===== src/rtl/rhr_pkg.sv =====
// rhr_pkg: payload structs, sideband struct and fixed constants for the hue rotator
// no dependencies; used by rgb_hue_rotate and tb
package rhr_pkg;

    localparam int SECTOR_DEG  = 60;
    localparam int SHIFT_W     = 14;
    localparam int SCALED_W    = 12;
    localparam int RECIP_W     = 13;
    localparam int RECIP15_MUL = 4370;
    localparam int RECIP_SHIFT = 16;

    typedef struct packed {
        logic [7:0] in_red;
        logic [7:0] in_green;
        logic [7:0] in_blue;
    } t_pix_in;

    typedef struct packed {
        logic [7:0] out_red;
        logic [7:0] out_green;
        logic [7:0] out_blue;
    } t_pix_out;

    typedef enum logic [1:0] {
        MAX_RED,
        MAX_GREEN,
        MAX_BLUE
    } t_max_sel;

    typedef struct packed {
        t_pix_in    pix;
        logic [7:0] mx;
        logic [7:0] mn;
        logic [7:0] delta;
        t_max_sel   sel;
        logic       neg;
        logic       gray;
    } t_side;

endpackage


===== src/rtl/rgb_hue_rotate.sv =====
// rgb_hue_rotate: HSV hue rotation of one 8-bit RGB pixel per clock
// depends on rhr_pkg and rhr_div
// throughput: one pixel per cycle, busy never rises and the result side never stalls
// pipeline: stage 1, the divider stages, stages a to e and the result register; o_valid marks one cycle
// reset: synchronous active low, empties the pipeline and clears hue shift to zero
module rgb_hue_rotate
    import rhr_pkg::*;
#(
    parameter int HUE_FRAC_BITS = 4
) (
    input  logic               i_clk,
    input  logic               i_rst_n,
    input  logic               start,
    output logic               busy,
    input  t_pix_in            i_pixel,
    output logic               o_valid,
    output t_pix_out           o_result,
    input  logic               i_cfg_we,
    input  logic [SHIFT_W-1:0] i_cfg_data
);

    localparam int SECTOR  = SECTOR_DEG << HUE_FRAC_BITS;
    localparam int CIRCLE  = 6 * SECTOR;
    localparam int HW      = $clog2(CIRCLE);
    localparam int QW      = $clog2(SECTOR + 1);
    localparam int WW      = QW + 8;
    localparam int PW      = QW + 8;
    localparam int MW      = SCALED_W + RECIP_W;
    localparam int SHIFT_M = (2 ** (SHIFT_W - 1) + CIRCLE - 1) / CIRCLE;
    localparam int KS      = $clog2(2 * SHIFT_M);
    localparam int TW      = $clog2(2 ** (SHIFT_W - 1) + 2 * SHIFT_M * CIRCLE) + 1;

    typedef enum logic [2:0] {
        SEC_RED,
        SEC_YELLOW,
        SEC_GREEN,
        SEC_CYAN,
        SEC_BLUE,
        SEC_MAGENTA
    } t_sector;

    logic [HW-1:0] r_shift_mod;
    logic [HW-1:0] n_shift_mod;

    // config: wrap the signed shift into one circle at write time
    always_comb begin
        logic [TW-1:0] t;
        t = TW'($signed(i_cfg_data)) + TW'(SHIFT_M * CIRCLE);
        for (int k = KS - 1; k >= 0; k--) begin
            if (t >= TW'(CIRCLE << k)) begin
                t = t - TW'(CIRCLE << k);
            end
        end
        n_shift_mod = HW'(t);
    end

    always_ff @(posedge i_clk) begin
        if (!i_rst_n) begin
            r_shift_mod <= '0;
        end else if (i_cfg_we) begin
            r_shift_mod <= n_shift_mod;
        end
    end

    assign busy = 1'b0;

    // stage 1: max, min, sector of max, numerator
    t_side         n_s1_side;
    logic [WW-1:0] n_s1_dividend;
    t_side         r_s1_side;
    logic [WW-1:0] r_s1_dividend;
    logic          r_s1_valid;

    always_comb begin
        logic [7:0] r;
        logic [7:0] g;
        logic [7:0] b;
        logic [7:0] mx;
        logic [7:0] mn;
        logic [7:0] num;
        r  = i_pixel.in_red;
        g  = i_pixel.in_green;
        b  = i_pixel.in_blue;
        mx = r;
        mn = r;
        if (g > mx) begin
            mx = g;
        end
        if (b > mx) begin
            mx = b;
        end
        if (g < mn) begin
            mn = g;
        end
        if (b < mn) begin
            mn = b;
        end
        n_s1_side.pix   = i_pixel;
        n_s1_side.mx    = mx;
        n_s1_side.mn    = mn;
        n_s1_side.delta = mx - mn;
        n_s1_side.gray  = (mx == mn);
        if (r == mx) begin
            n_s1_side.sel = MAX_RED;
            n_s1_side.neg = (g < b);
            num           = (g < b) ? (b - g) : (g - b);
        end else if (g == mx) begin
            n_s1_side.sel = MAX_GREEN;
            n_s1_side.neg = (b < r);
            num           = (b < r) ? (r - b) : (b - r);
        end else begin
            n_s1_side.sel = MAX_BLUE;
            n_s1_side.neg = (r < g);
            num           = (r < g) ? (g - r) : (r - g);
        end
        n_s1_dividend = (WW'(num) * WW'(SECTOR_DEG)) << HUE_FRAC_BITS;
    end

    always_ff @(posedge i_clk) begin
        if (!i_rst_n) begin
            r_s1_valid <= 1'b0;
        end else begin
            r_s1_valid <= start && !busy;
        end
        r_s1_side     <= n_s1_side;
        r_s1_dividend <= n_s1_dividend;
    end

    // divider stages
    logic          dv_valid;
    logic [QW-1:0] dv_quot;
    t_side         dv_side;

    rhr_div #(
        .QUOT_W (QW),
        .SIDE_W ($bits(t_side))
    ) u_div (
        .i_clk      (i_clk),
        .i_rst_n    (i_rst_n),
        .i_valid    (r_s1_valid),
        .i_dividend (r_s1_dividend),
        .i_divisor  (r_s1_side.delta),
        .i_side     (r_s1_side),
        .o_valid    (dv_valid),
        .o_quot     (dv_quot),
        .o_side     (dv_side)
    );

    // stage a: hue of the input
    logic          r_a_valid;
    logic [HW-1:0] r_a_hue;
    t_side         r_a_side;
    logic [HW-1:0] n_a_hue;

    always_comb begin
        logic [HW-1:0] base;
        logic [HW-1:0] hraw;
        case (dv_side.sel)
            MAX_RED:   base = dv_side.neg ? HW'(CIRCLE) : '0;
            MAX_GREEN: base = HW'(2 * SECTOR);
            MAX_BLUE:  base = HW'(4 * SECTOR);
            default:   base = '0;
        endcase
        if (dv_side.neg) begin
            hraw = base - HW'(dv_quot);
        end else begin
            hraw = base + HW'(dv_quot);
        end
        n_a_hue = (hraw == HW'(CIRCLE)) ? '0 : hraw;
    end

    // stage b: add shift and wrap
    logic          r_b_valid;
    logic [HW-1:0] r_b_hue;
    t_side         r_b_side;
    logic [HW-1:0] n_b_hue;
    logic [HW:0]   b_sum;

    always_comb begin
        b_sum = {1'b0, r_a_hue} + {1'b0, r_shift_mod};
        if (b_sum >= (HW + 1)'(CIRCLE)) begin
            b_sum = b_sum - (HW + 1)'(CIRCLE);
        end
        n_b_hue = HW'(b_sum);
    end

    // stage c: sector and position within it
    logic          r_c_valid;
    t_sector       r_c_sec;
    logic [QW-1:0] r_c_p;
    t_side         r_c_side;
    t_sector       n_c_sec;
    logic [QW-1:0] n_c_p;

    always_comb begin
        logic [HW-1:0] f;
        if (r_b_hue >= HW'(5 * SECTOR)) begin
            n_c_sec = SEC_MAGENTA;
            f       = r_b_hue - HW'(5 * SECTOR);
        end else if (r_b_hue >= HW'(4 * SECTOR)) begin
            n_c_sec = SEC_BLUE;
            f       = r_b_hue - HW'(4 * SECTOR);
        end else if (r_b_hue >= HW'(3 * SECTOR)) begin
            n_c_sec = SEC_CYAN;
            f       = r_b_hue - HW'(3 * SECTOR);
        end else if (r_b_hue >= HW'(2 * SECTOR)) begin
            n_c_sec = SEC_GREEN;
            f       = r_b_hue - HW'(2 * SECTOR);
        end else if (r_b_hue >= HW'(SECTOR)) begin
            n_c_sec = SEC_YELLOW;
            f       = r_b_hue - HW'(SECTOR);
        end else begin
            n_c_sec = SEC_RED;
            f       = r_b_hue;
        end
        if (n_c_sec[0]) begin
            n_c_p = QW'(SECTOR) - QW'(f);
        end else begin
            n_c_p = QW'(f);
        end
    end

    // stage d: delta times position
    logic          r_d_valid;
    t_sector       r_d_sec;
    logic [PW-1:0] r_d_prod;
    t_side         r_d_side;

    // stage e: divide by the sector size, shift then reciprocal of 15
    logic          r_e_valid;
    t_sector       r_e_sec;
    logic [7:0]    r_e_frac;
    t_side         r_e_side;
    logic [SCALED_W-1:0] e_scaled;
    logic [MW-1:0]       e_mul;

    assign e_scaled = SCALED_W'(r_d_prod >> (HUE_FRAC_BITS + 2));
    assign e_mul    = MW'(e_scaled) * MW'(RECIP15_MUL);

    // output stage
    logic       r_out_valid;
    t_pix_out   r_out;
    t_pix_out   n_out;

    always_comb begin
        logic [7:0] mid;
        logic [7:0] mx;
        logic [7:0] mn;
        mx  = r_e_side.mx;
        mn  = r_e_side.mn;
        mid = mn + r_e_frac;
        case (r_e_sec)
            SEC_RED:     n_out = '{out_red: mx,  out_green: mid, out_blue: mn};
            SEC_YELLOW:  n_out = '{out_red: mid, out_green: mx,  out_blue: mn};
            SEC_GREEN:   n_out = '{out_red: mn,  out_green: mx,  out_blue: mid};
            SEC_CYAN:    n_out = '{out_red: mn,  out_green: mid, out_blue: mx};
            SEC_BLUE:    n_out = '{out_red: mid, out_green: mn,  out_blue: mx};
            default:     n_out = '{out_red: mx,  out_green: mn,  out_blue: mid};
        endcase
        if (r_e_side.gray) begin
            n_out = '{out_red:   r_e_side.pix.in_red,
                      out_green: r_e_side.pix.in_green,
                      out_blue:  r_e_side.pix.in_blue};
        end
    end

    always_ff @(posedge i_clk) begin
        if (!i_rst_n) begin
            r_a_valid   <= 1'b0;
            r_b_valid   <= 1'b0;
            r_c_valid   <= 1'b0;
            r_d_valid   <= 1'b0;
            r_e_valid   <= 1'b0;
            r_out_valid <= 1'b0;
        end else begin
            r_a_valid   <= dv_valid;
            r_b_valid   <= r_a_valid;
            r_c_valid   <= r_b_valid;
            r_d_valid   <= r_c_valid;
            r_e_valid   <= r_d_valid;
            r_out_valid <= r_e_valid;
        end
        r_a_hue  <= n_a_hue;
        r_a_side <= dv_side;
        r_b_hue  <= n_b_hue;
        r_b_side <= r_a_side;
        r_c_sec  <= n_c_sec;
        r_c_p    <= n_c_p;
        r_c_side <= r_b_side;
        r_d_sec  <= r_c_sec;
        r_d_prod <= PW'(r_c_side.delta) * PW'(r_c_p);
        r_d_side <= r_c_side;
        r_e_sec  <= r_d_sec;
        r_e_frac <= 8'(e_mul >> RECIP_SHIFT);
        r_e_side <= r_d_side;
        r_out    <= n_out;
    end

    assign o_valid  = r_out_valid;
    assign o_result = r_out;

    a_shift_wrapped: assert property (@(posedge i_clk) disable iff (!i_rst_n)
        r_shift_mod < HW'(CIRCLE))
        else $error("wrapped hue shift outside one circle");

    a_hue_wrapped: assert property (@(posedge i_clk) disable iff (!i_rst_n)
        r_b_valid |-> (r_b_hue < HW'(CIRCLE)))
        else $error("rotated hue outside one circle");

    a_pos_range: assert property (@(posedge i_clk) disable iff (!i_rst_n)
        r_c_valid |-> (r_c_p <= QW'(SECTOR)))
        else $error("sector position exceeds sector size");

    a_mid_bound: assert property (@(posedge i_clk) disable iff (!i_rst_n)
        r_e_valid |-> (r_e_frac <= r_e_side.delta))
        else $error("middle component passes the maximum");

endmodule


===== src/rtl/rhr_div.sv =====
// rhr_div: pipelined restoring divider, two quotient bits per stage, sideband carried along
// generic unsigned dividend by 8-bit divisor; quotient must fit QUOT_W bits
module rhr_div #(
    parameter int QUOT_W = 10,
    parameter int SIDE_W = 1
) (
    input  logic                i_clk,
    input  logic                i_rst_n,
    input  logic                i_valid,
    input  logic [QUOT_W+7:0]   i_dividend,
    input  logic [7:0]          i_divisor,
    input  logic [SIDE_W-1:0]   i_side,
    output logic                o_valid,
    output logic [QUOT_W-1:0]   o_quot,
    output logic [SIDE_W-1:0]   o_side
);

    localparam int WW  = QUOT_W + 8;
    localparam int BPS = 2;
    localparam int ND  = (QUOT_W + BPS - 1) / BPS;

    logic [ND-1:0]     r_v;
    logic [WW-1:0]     r_rem  [ND];
    logic [QUOT_W-1:0] r_q    [ND];
    logic [7:0]        r_dv   [ND];
    logic [SIDE_W-1:0] r_side [ND];
    logic [WW-1:0]     n_rem  [ND];
    logic [QUOT_W-1:0] n_q    [ND];

    always_comb begin
        logic [WW-1:0]     rem;
        logic [QUOT_W-1:0] q;
        logic [7:0]        dv;
        for (int k = 0; k < ND; k++) begin
            if (k == 0) begin
                rem = i_dividend;
                q   = '0;
                dv  = i_divisor;
            end else begin
                rem = r_rem[k-1];
                q   = r_q[k-1];
                dv  = r_dv[k-1];
            end
            for (int j = 0; j < BPS; j++) begin
                if (k * BPS + j < QUOT_W) begin
                    if (rem >= (WW'(dv) << (QUOT_W - 1 - k * BPS - j))) begin
                        rem = rem - (WW'(dv) << (QUOT_W - 1 - k * BPS - j));
                        q[QUOT_W - 1 - k * BPS - j] = 1'b1;
                    end
                end
            end
            n_rem[k] = rem;
            n_q[k]   = q;
        end
    end

    always_ff @(posedge i_clk) begin
        if (!i_rst_n) begin
            r_v <= '0;
        end else begin
            for (int k = 0; k < ND; k++) begin
                if (k == 0) begin
                    r_v[k] <= i_valid;
                end else begin
                    r_v[k] <= r_v[k-1];
                end
            end
        end
        for (int k = 0; k < ND; k++) begin
            r_rem[k] <= n_rem[k];
            r_q[k]   <= n_q[k];
            if (k == 0) begin
                r_dv[k]   <= i_divisor;
                r_side[k] <= i_side;
            end else begin
                r_dv[k]   <= r_dv[k-1];
                r_side[k] <= r_side[k-1];
            end
        end
    end

    assign o_valid = r_v[ND-1];
    assign o_quot  = r_q[ND-1];
    assign o_side  = r_side[ND-1];

endmodule


===== config.mk =====
export PLATFORM = sky130hd
export DESIGN_NAME = rgb_hue_rotate
export DESIGN_NICKNAME = d
export VERILOG_FILES = /design/src/rtl/rhr_pkg.sv /design/src/rtl/rgb_hue_rotate.sv /design/src/rtl/rhr_div.sv
export SDC_FILE = /design/constraint.sdc
export NUM_CORES = 1
export LEC_CHECK = 0
export BUFFER_PORTS_ARGS = -buffer_cell sky130_fd_sc_hd__buf_4
export CORE_MARGIN = 1.5
export CORE_UTILIZATION = 67
export DETAILED_ROUTE_END_ITERATION = 8
export HOLD_SLACK_MARGIN = 0.06
export PLACE_DENSITY = 0.84
export SYNTH_ARGS = -nofsm -noshare
export SYNTH_HDL_FRONTEND = slang
export SYNTH_SLANG_ARGS = --single-unit

===== constraint.sdc =====
create_clock -name i_clk -period 10.8 [get_ports i_clk]
set_clock_uncertainty 0.05 [all_clocks]
set_input_delay 0.54 -clock i_clk [delete_from_list [all_inputs] [get_ports i_clk]]
set_output_delay 0.54 -clock i_clk [all_outputs]
set_load 0.02 [all_outputs]

Yosys cells after proc, flatten, opt, wreduce, memory -nomap -nowiden. Memories as Yosys holds them, arrays and structs flattened. Cells that the tools add are included.

Add/subtract/negate cells: 31. Equality and inequality tests: 10. Reductions and logical operators: 3. Multiply operators: 3. $lt $le $gt $ge: 25. Multiplexer cells: 50.

Operators with widths (number): 2-to-1 mux 18 bit (10); one-hot mux 24 bit (5 select lines) (1); 2-to-1 mux 8 bit (9); 2-to-1 mux 10 bit (6); subtractor 8 bit (7); 2-to-1 mux 13 bit (4); subtractor 10 bit (second input constant) (5); < comparator 8 bit (5); one-hot mux 13 bit (3 select lines) (1); >= comparator 13 x 12 -> 1 bit (second input constant) (2); subtractor 13 bit (second input constant) (2); equality test 8 bit (3); 2-to-1 mux 24 bit (1); multiplier 12 x 12 -> 23 bit (second input constant) (1); >= comparator 18 x 10 -> 1 bit (1); >= comparator 18 x 11 -> 1 bit (1); >= comparator 18 x 12 -> 1 bit (1); >= comparator 18 x 13 -> 1 bit (1); >= comparator 18 x 14 -> 1 bit (1); >= comparator 18 x 15 -> 1 bit (1); >= comparator 18 x 16 -> 1 bit (1); >= comparator 18 x 17 -> 1 bit (1); >= comparator 18 x 8 -> 1 bit (1); >= comparator 18 x 9 -> 1 bit (1); 39 further kinds (55).

Bits in writable memories: 440. Flip-flop bits (word level): 413. Memories: 4.

Memories: u_div.r_side (words 5, bits a word 52, read ports 5, clocked after memory_dff 0, wr ports 5, line rhr_div.sv:26) `logic [SIDE_W-1:0] r_side [ND];`; u_div.r_rem (words 5, bits a word 18, read ports 4, clocked after memory_dff 0, wr ports 5, line rhr_div.sv:23) `logic [WW-1:0] r_rem [ND];`; u_div.r_q (words 5, bits a word 10, read ports 5, clocked after memory_dff 0, wr ports 5, line rhr_div.sv:24) `logic [QUOT_W-1:0] r_q [ND];`; u_div.r_dv (words 5, bits a word 8, read ports 4, clocked after memory_dff 0, wr ports 5, line rhr_div.sv:25) `logic [7:0] r_dv [ND];`.

Depth between registers and ports, before layout.
Depth in word-level cells: 8. Depth in mapped cells: 35. Gate-level depth less buffers: 33.

By module. A second synthesis with hierarchy kept.

Cells, all modules: 3211. Area, all modules: 33829.9 um^2.

Modules (own cells, without submodules): rgb_hue_rotate (area each 20031.7 um^2, seq. area each 8047.7 um^2, cells each 1996, instances 1); rhr_div (area each 13798.2 um^2, seq. area each 7987.7 um^2, cells each 1215, instances 1).

Least setup slack after synthesis. OpenSTA, ideal clock, no wires.

Path kind: input to register. Start point: input i_pixel[13] in the netlist's numbering. End point: register r_s1_dividend[17]. Path slack: 3.521 ns. Required time: 10.678 ns. Buffers on the path: 2. Arrival: 7.157 ns. Stages: 30. Cell sequence: inv_1 > ha_1 > nand4_1 > or3_1 > o21ai_1 > buf_2 > mux2i_1 > ha_1 > and4_1 > and3_1 > a211o_1 > a311oi_1 > a31oi_1 > nor4_2 > buf_6 > mux2_1 > mux2i_2 > fa_1 > fa_1 > ha_1 > a21o_1 > a21oi_1 > o21bai_1 > a21oi_1 > nor2b_1 > o21a_1 > o21ai_0 > nand2b_1 > a21oi_1 > xnor2_1.

Longest elaborated chain between the ends: 8. Elaborated cells between the ends (all ways): 17. Classes of those cells: add/sub: 4; mul: 1; order compare: 4; eq/ne: 2; mux: 6.

Ends and longest elaborated chain: from (decl) (line rgb_hue_rotate.sv:15) `input t_pix_in i_pixel,`; > comparator 8 bit (line rgb_hue_rotate.sv:86) `if (g > mx) begin`; 2-to-1 mux 8 bit (line rgb_hue_rotate.sv:86); > comparator 8 bit (line rgb_hue_rotate.sv:89) `if (b > mx) begin`; 2-to-1 mux 8 bit (line rgb_hue_rotate.sv:89); equality test 8 bit (line rgb_hue_rotate.sv:107) `end else if (g == mx) begin`; 2-to-1 mux 8 bit (line rgb_hue_rotate.sv:107); 2-to-1 mux 8 bit * (line rgb_hue_rotate.sv:103) `if (r == mx) begin`; multiplier 8 x 4 -> 12 bit * (line rgb_hue_rotate.sv:116) `n_s1_dividend = (WW'(num) * WW'(SECTOR_DEG)) << HUE_FRAC_BITS;`; net n_s1_dividend[17] (line rgb_hue_rotate.sv:69) `logic [WW-1:0] n_s1_dividend;`; to (signal assigned) (line rgb_hue_rotate.sv:126) `r_s1_dividend <= n_s1_dividend;`; to (decl) (line rgb_hue_rotate.sv:71) `logic [WW-1:0] r_s1_dividend;`.

Mark *: on every way through the listed nets, which the timed path passes. The rest lies on a longest branch. A chain may end at the register's enable or synchronous reset.

Final worst setup path. Same ends and word-level chain as after synthesis.

==> flow_summary.html <==
<table>
<tr><th>Metric</th><th>Value</th></tr>
<tr><th colspan="2">STA</th></tr>
<tr><td>Count of final setup violators</td><td>0</td></tr>
<tr><td>Final hold viol count</td><td>0</td></tr>
<tr><td>Normalized max-slew margin</td><td>0.2076</td></tr>
<tr><td>Slew at the pin closest to its max-slew limit</td><td>1180 ps</td></tr>
<tr><td>Fmax</td><td>110.2 MHz</td></tr>
<tr><td>Final period utilization</td><td>0.8400</td></tr>
<tr><td>Total negative slack for setup checks</td><td>0 ps</td></tr>
<tr><td>Worst hold slack after final layout</td><td>95.71 ps</td></tr>
<tr><td>Minimum period implied by the final worst setup slack</td><td>9072 ps</td></tr>
<tr><td>Max-slew violation count</td><td>0</td></tr>
<tr><td>RSZ-0062 raised after global routing</td><td>no</td></tr>
<tr><th colspan="2">Synth</th></tr>
<tr><td>Number of enable-type register cells in the synthesized netlist</td><td>0</td></tr>
<tr><td>Count of different cell masters after synthesis</td><td>101</td></tr>
<tr><td>Share of synthesized registers carrying an async set or reset</td><td>0</td></tr>
<tr><td>Sequential area share after synthesis</td><td>0.4756</td></tr>
<tr><td>Yosys synthesis warning count</td><td>0</td></tr>
<tr><td>Prevailing post-synth register cell</td><td>dfxtp_1</td></tr>
<tr><td>Post-Synthesis Cell Area</td><td>31,610 sq um</td></tr>
<tr><td>Mapped Cells</td><td>3,016</td></tr>
<tr><td>Post-synthesis area per instance</td><td>10.48 sq um</td></tr>
<tr><td>FF+latch count, synth</td><td>751</td></tr>
<tr><td>Mapped Nets</td><td>3,436</td></tr>
<tr><th colspan="2">GRT</th></tr>
<tr><td>Global-route wire length before repair</td><td>114,800 um</td></tr>
<tr><td>Grt total ovfl</td><td>0</td></tr>
<tr><td>Number of global-route vias before repair</td><td>22.45k</td></tr>
<tr><td>Largest net degree at the start of global routing</td><td>48</td></tr>
<tr><td>Antenna violations before repair</td><td>1</td></tr>
<tr><td>Total track usage</td><td>0.3013</td></tr>
<tr><th colspan="2">Drt</th></tr>
<tr><td>Final wirelength</td><td>72,410 um</td></tr>
<tr><td>First-pass DRT Iterations</td><td>6</td></tr>
<tr><td>Via count</td><td>21.85k</td></tr>
<tr><td>Vias per Instance</td><td>5.781</td></tr>
<tr><td>Drc violations</td><td>0</td></tr>
<tr><td>Count of nets left with antenna violations after detail routing</td><td>0</td></tr>
<tr><td>Drt wl/cell</td><td>19.16 um</td></tr>
<tr><td>Number of DRC markers in iteration 0</td><td>1,616</td></tr>
<tr><th colspan="2">Final layout</th></tr>
<tr><td>Area growth from synthesis to final layout</td><td>11.24%</td></tr>
<tr><td>End-of-flow core utilization</td><td>0.7553</td></tr>
<tr><td>Commonest cells after routing, fill and taps aside</td><td>dfxtp_1 (751), ha_1 (299), inv_1 (278)</td></tr>
<tr><td>Leading cell type in the layout, fill and taps excluded</td><td>dfxtp_1</td></tr>
<tr><td>Final Cell Area</td><td>35,160 sq um</td></tr>
<tr><td>Fraction of final layout cells with drive strength greater than 1</td><td>0.08168</td></tr>
<tr><td>Fill cell total of the finished layout</td><td>2,950</td></tr>
<tr><td>Net count, final</td><td>3,539</td></tr>
<tr><th colspan="2">Die</th></tr>
<tr><td>Floorplan Core Area</td><td>46,560 sq um</td></tr>
<tr><td>Number of I/O pins</td><td>68</td></tr>
<tr><td>Placement row count</td><td>79</td></tr>
<tr><td>Starting density of the core</td><td>0.6790</td></tr>
<tr><td>DIE AREA</td><td>48,490 sq um</td></tr>
<tr><td>Die outline height</td><td>220.2 um</td></tr>
<tr><td>DIE WIDTH</td><td>220.2 um</td></tr>
<tr><th colspan="2">Place</th></tr>
<tr><td>Final GP Congestion</td><td>0.9421</td></tr>
<tr><td>Sum of net half-perimeters after detailed placement</td><td>50,780 um</td></tr>
<tr><td>Number of buffer cells added on primary ports</td><td>66</td></tr>
<tr><td>Area of placed instances</td><td>32,650 sq um</td></tr>
<tr><th colspan="2">Worst hold path</th></tr>
<tr><td>Instance count along the most critical hold path</td><td>2</td></tr>
<tr><td>Path type of the worst min-delay path</td><td>in -&gt; reg</td></tr>
<tr><th colspan="2">CTS</th></tr>
<tr><td>Clock transition at path regs</td><td>70 ps</td></tr>
<tr><td>TritonCTS Buffers</td><td>69</td></tr>
<tr><td>Worst-Skew Late Latency</td><td>610 ps</td></tr>
<tr><td>CTS Root Cell</td><td>clkbuf_16</td></tr>
<tr><td>Resize count post-CTS</td><td>0</td></tr>
<tr><td>Buffer depth of the longest clock path</td><td>3</td></tr>
<tr><td>Post-cts hold buffer count</td><td>16</td></tr>
<tr><td>Postcts setup bufs</td><td>0</td></tr>
<tr><td>Deepest level of the CTS H-tree</td><td>3</td></tr>
<tr><td>CTS tree</td><td>built</td></tr>
<tr><td>Num Clock Sinks</td><td>751</td></tr>
<tr><th colspan="2">Worst setup path</th></tr>
<tr><td>Category of the worst setup path capture point</td><td>flip-flop</td></tr>
<tr><td>Required time of the critical path</td><td>11,300 ps</td></tr>
<tr><td>Critical path data arrival time</td><td>9570 ps</td></tr>
<tr><td>Peak fanout along the critical path</td><td>16</td></tr>
<tr><td>Startpoint Class</td><td>input port</td></tr>
<tr><td>Critical path class</td><td>in -&gt; reg</td></tr>
<tr><td>Delay of the slowest cell on the worst path</td><td>910 ps</td></tr>
<tr><td>Number of cells on the worst reg-to-reg path</td><td>22</td></tr>
<tr><td>Slowest cell on the critical path</td><td>a211oi_2</td></tr>
<tr><th colspan="2">Job</th></tr>
<tr><td>Max Cap Viol</td><td>0</td></tr>
<tr><th colspan="2">Run status</th></tr>
<tr><td>Status</td><td>finished clean</td></tr>
</table>
-- final timing paths --
| check | slack, ps | start | end |
|---|---|---|---|
| worst max-delay path | 1730 | i_pixel[13] | r_s1_dividend[17] |
| worst min-delay path | 100 | start | r_s1_valid |
| worst max register to register | 4700 | u_div.r_dv[0][1] | u_div.r_rem[0][31] |
| worst min register to register | 270 | r_d_side[37] | r_e_side[37] |
-- layer usage --
layer  track usage  vias up  wire, um
met5             0        -         0
met2        0.5554      688     37280
met3       0.05223      213      3624
li1              -    10470         -
met4        0.1265        0      2736
met1        0.3415    10470     28770
-- sequential cells by signal (all words and copies together), names as in the netlist, 3 cells and up --
name,flops
r_c_sec,3
r_d_sec,3
r_c_p,10
r_a_hue,13
r_e_sec,3
r_d_prod,12
u_div.r_rem,54
r_b_hue,13
o_result,24
u_div.r_dv,31
u_div.r_v,5
r_shift_mod,13
u_div.r_side,229
r_a_side,49
r_c_side,49
r_d_side,41
r_b_side,49
r_s1_side,52
u_div.r_q,30
r_s1_dividend,12
r_e_side,41
r_e_frac,8
-- kinds of logic after synthesis --
logic type / synth area share
flops: 0.4756
simple gates: 0.1074
compound gates: 0.1220
fa+ha+maj: 0.1697
buf+inv: 0.04053
xor+xnor: 0.05003
mux: 0.03459
other cells: 0.0001186
-- cells in the mapped netlist (all sizes together) (20+ instances only) --
| cell | number | area share |
|---|---|---|
| nor2b | 45 | 0.0089 |
| mux2 | 32 | 0.011 |
| o21bai | 20 | 0.0049 |
| nand3 | 31 | 0.0049 |
| o21a | 33 | 0.0078 |
| xor2 | 68 | 0.019 |
| o21ai | 154 | 0.024 |
| nor2 | 177 | 0.021 |
| inv | 280 | 0.033 |
| and2 | 71 | 0.014 |
| nor4 | 21 | 0.0046 |
| nand2 | 173 | 0.021 |
| a21oi | 151 | 0.024 |
| clkbuf | 37 | 0.0044 |
| nand2b | 27 | 0.0056 |
| dfxtp | 751 | 0.48 |
| fa | 79 | 0.050 |
| xnor2 | 110 | 0.030 |
| a21o | 43 | 0.010 |
| a21boi | 31 | 0.0078 |
| a31oi | 21 | 0.0048 |
| nor3 | 45 | 0.0071 |
| ha | 299 | 0.12 |
| mux2i | 70 | 0.023 |
-- final cells by class --
class                   instances  area [sq um]  area share
flip-flops and latches        751         15030      0.4276
inverters                     281          1055     0.03000
multi-input cells            1932         15290      0.4350
well taps                     607         759.5     0.02160
clock inverters                31         380.4     0.01082
clock buffers                  92          1966     0.05590
diodes                          1         2.502  0.00007117
repair buffers                 84         670.6     0.01907
-- metrics by stage --
step                      setup slack [ps]  cells
after global placement                2103   3639
after global routing                  1207   3779
after CTS                             1864   3778
final                                 1728   3779
after detailed placement              1785   3639
after floorplan                       3521   3016
-- worst max-delay path: cells and delay by family --
family | cells | cell delay (ps)
buffers and inverters | 4 | 1090
AOI/OAI and AO/OA | 13 | 3840
xor gates and xnor gates | 1 | 130
muxes | 3 | 1020
and+or+nand+nor | 5 | 850
adders and majority gates | 5 | 2080
Power is not shown: default switching activity piles up to over one toggle a cycle in this logic, so the estimate is an artifact.
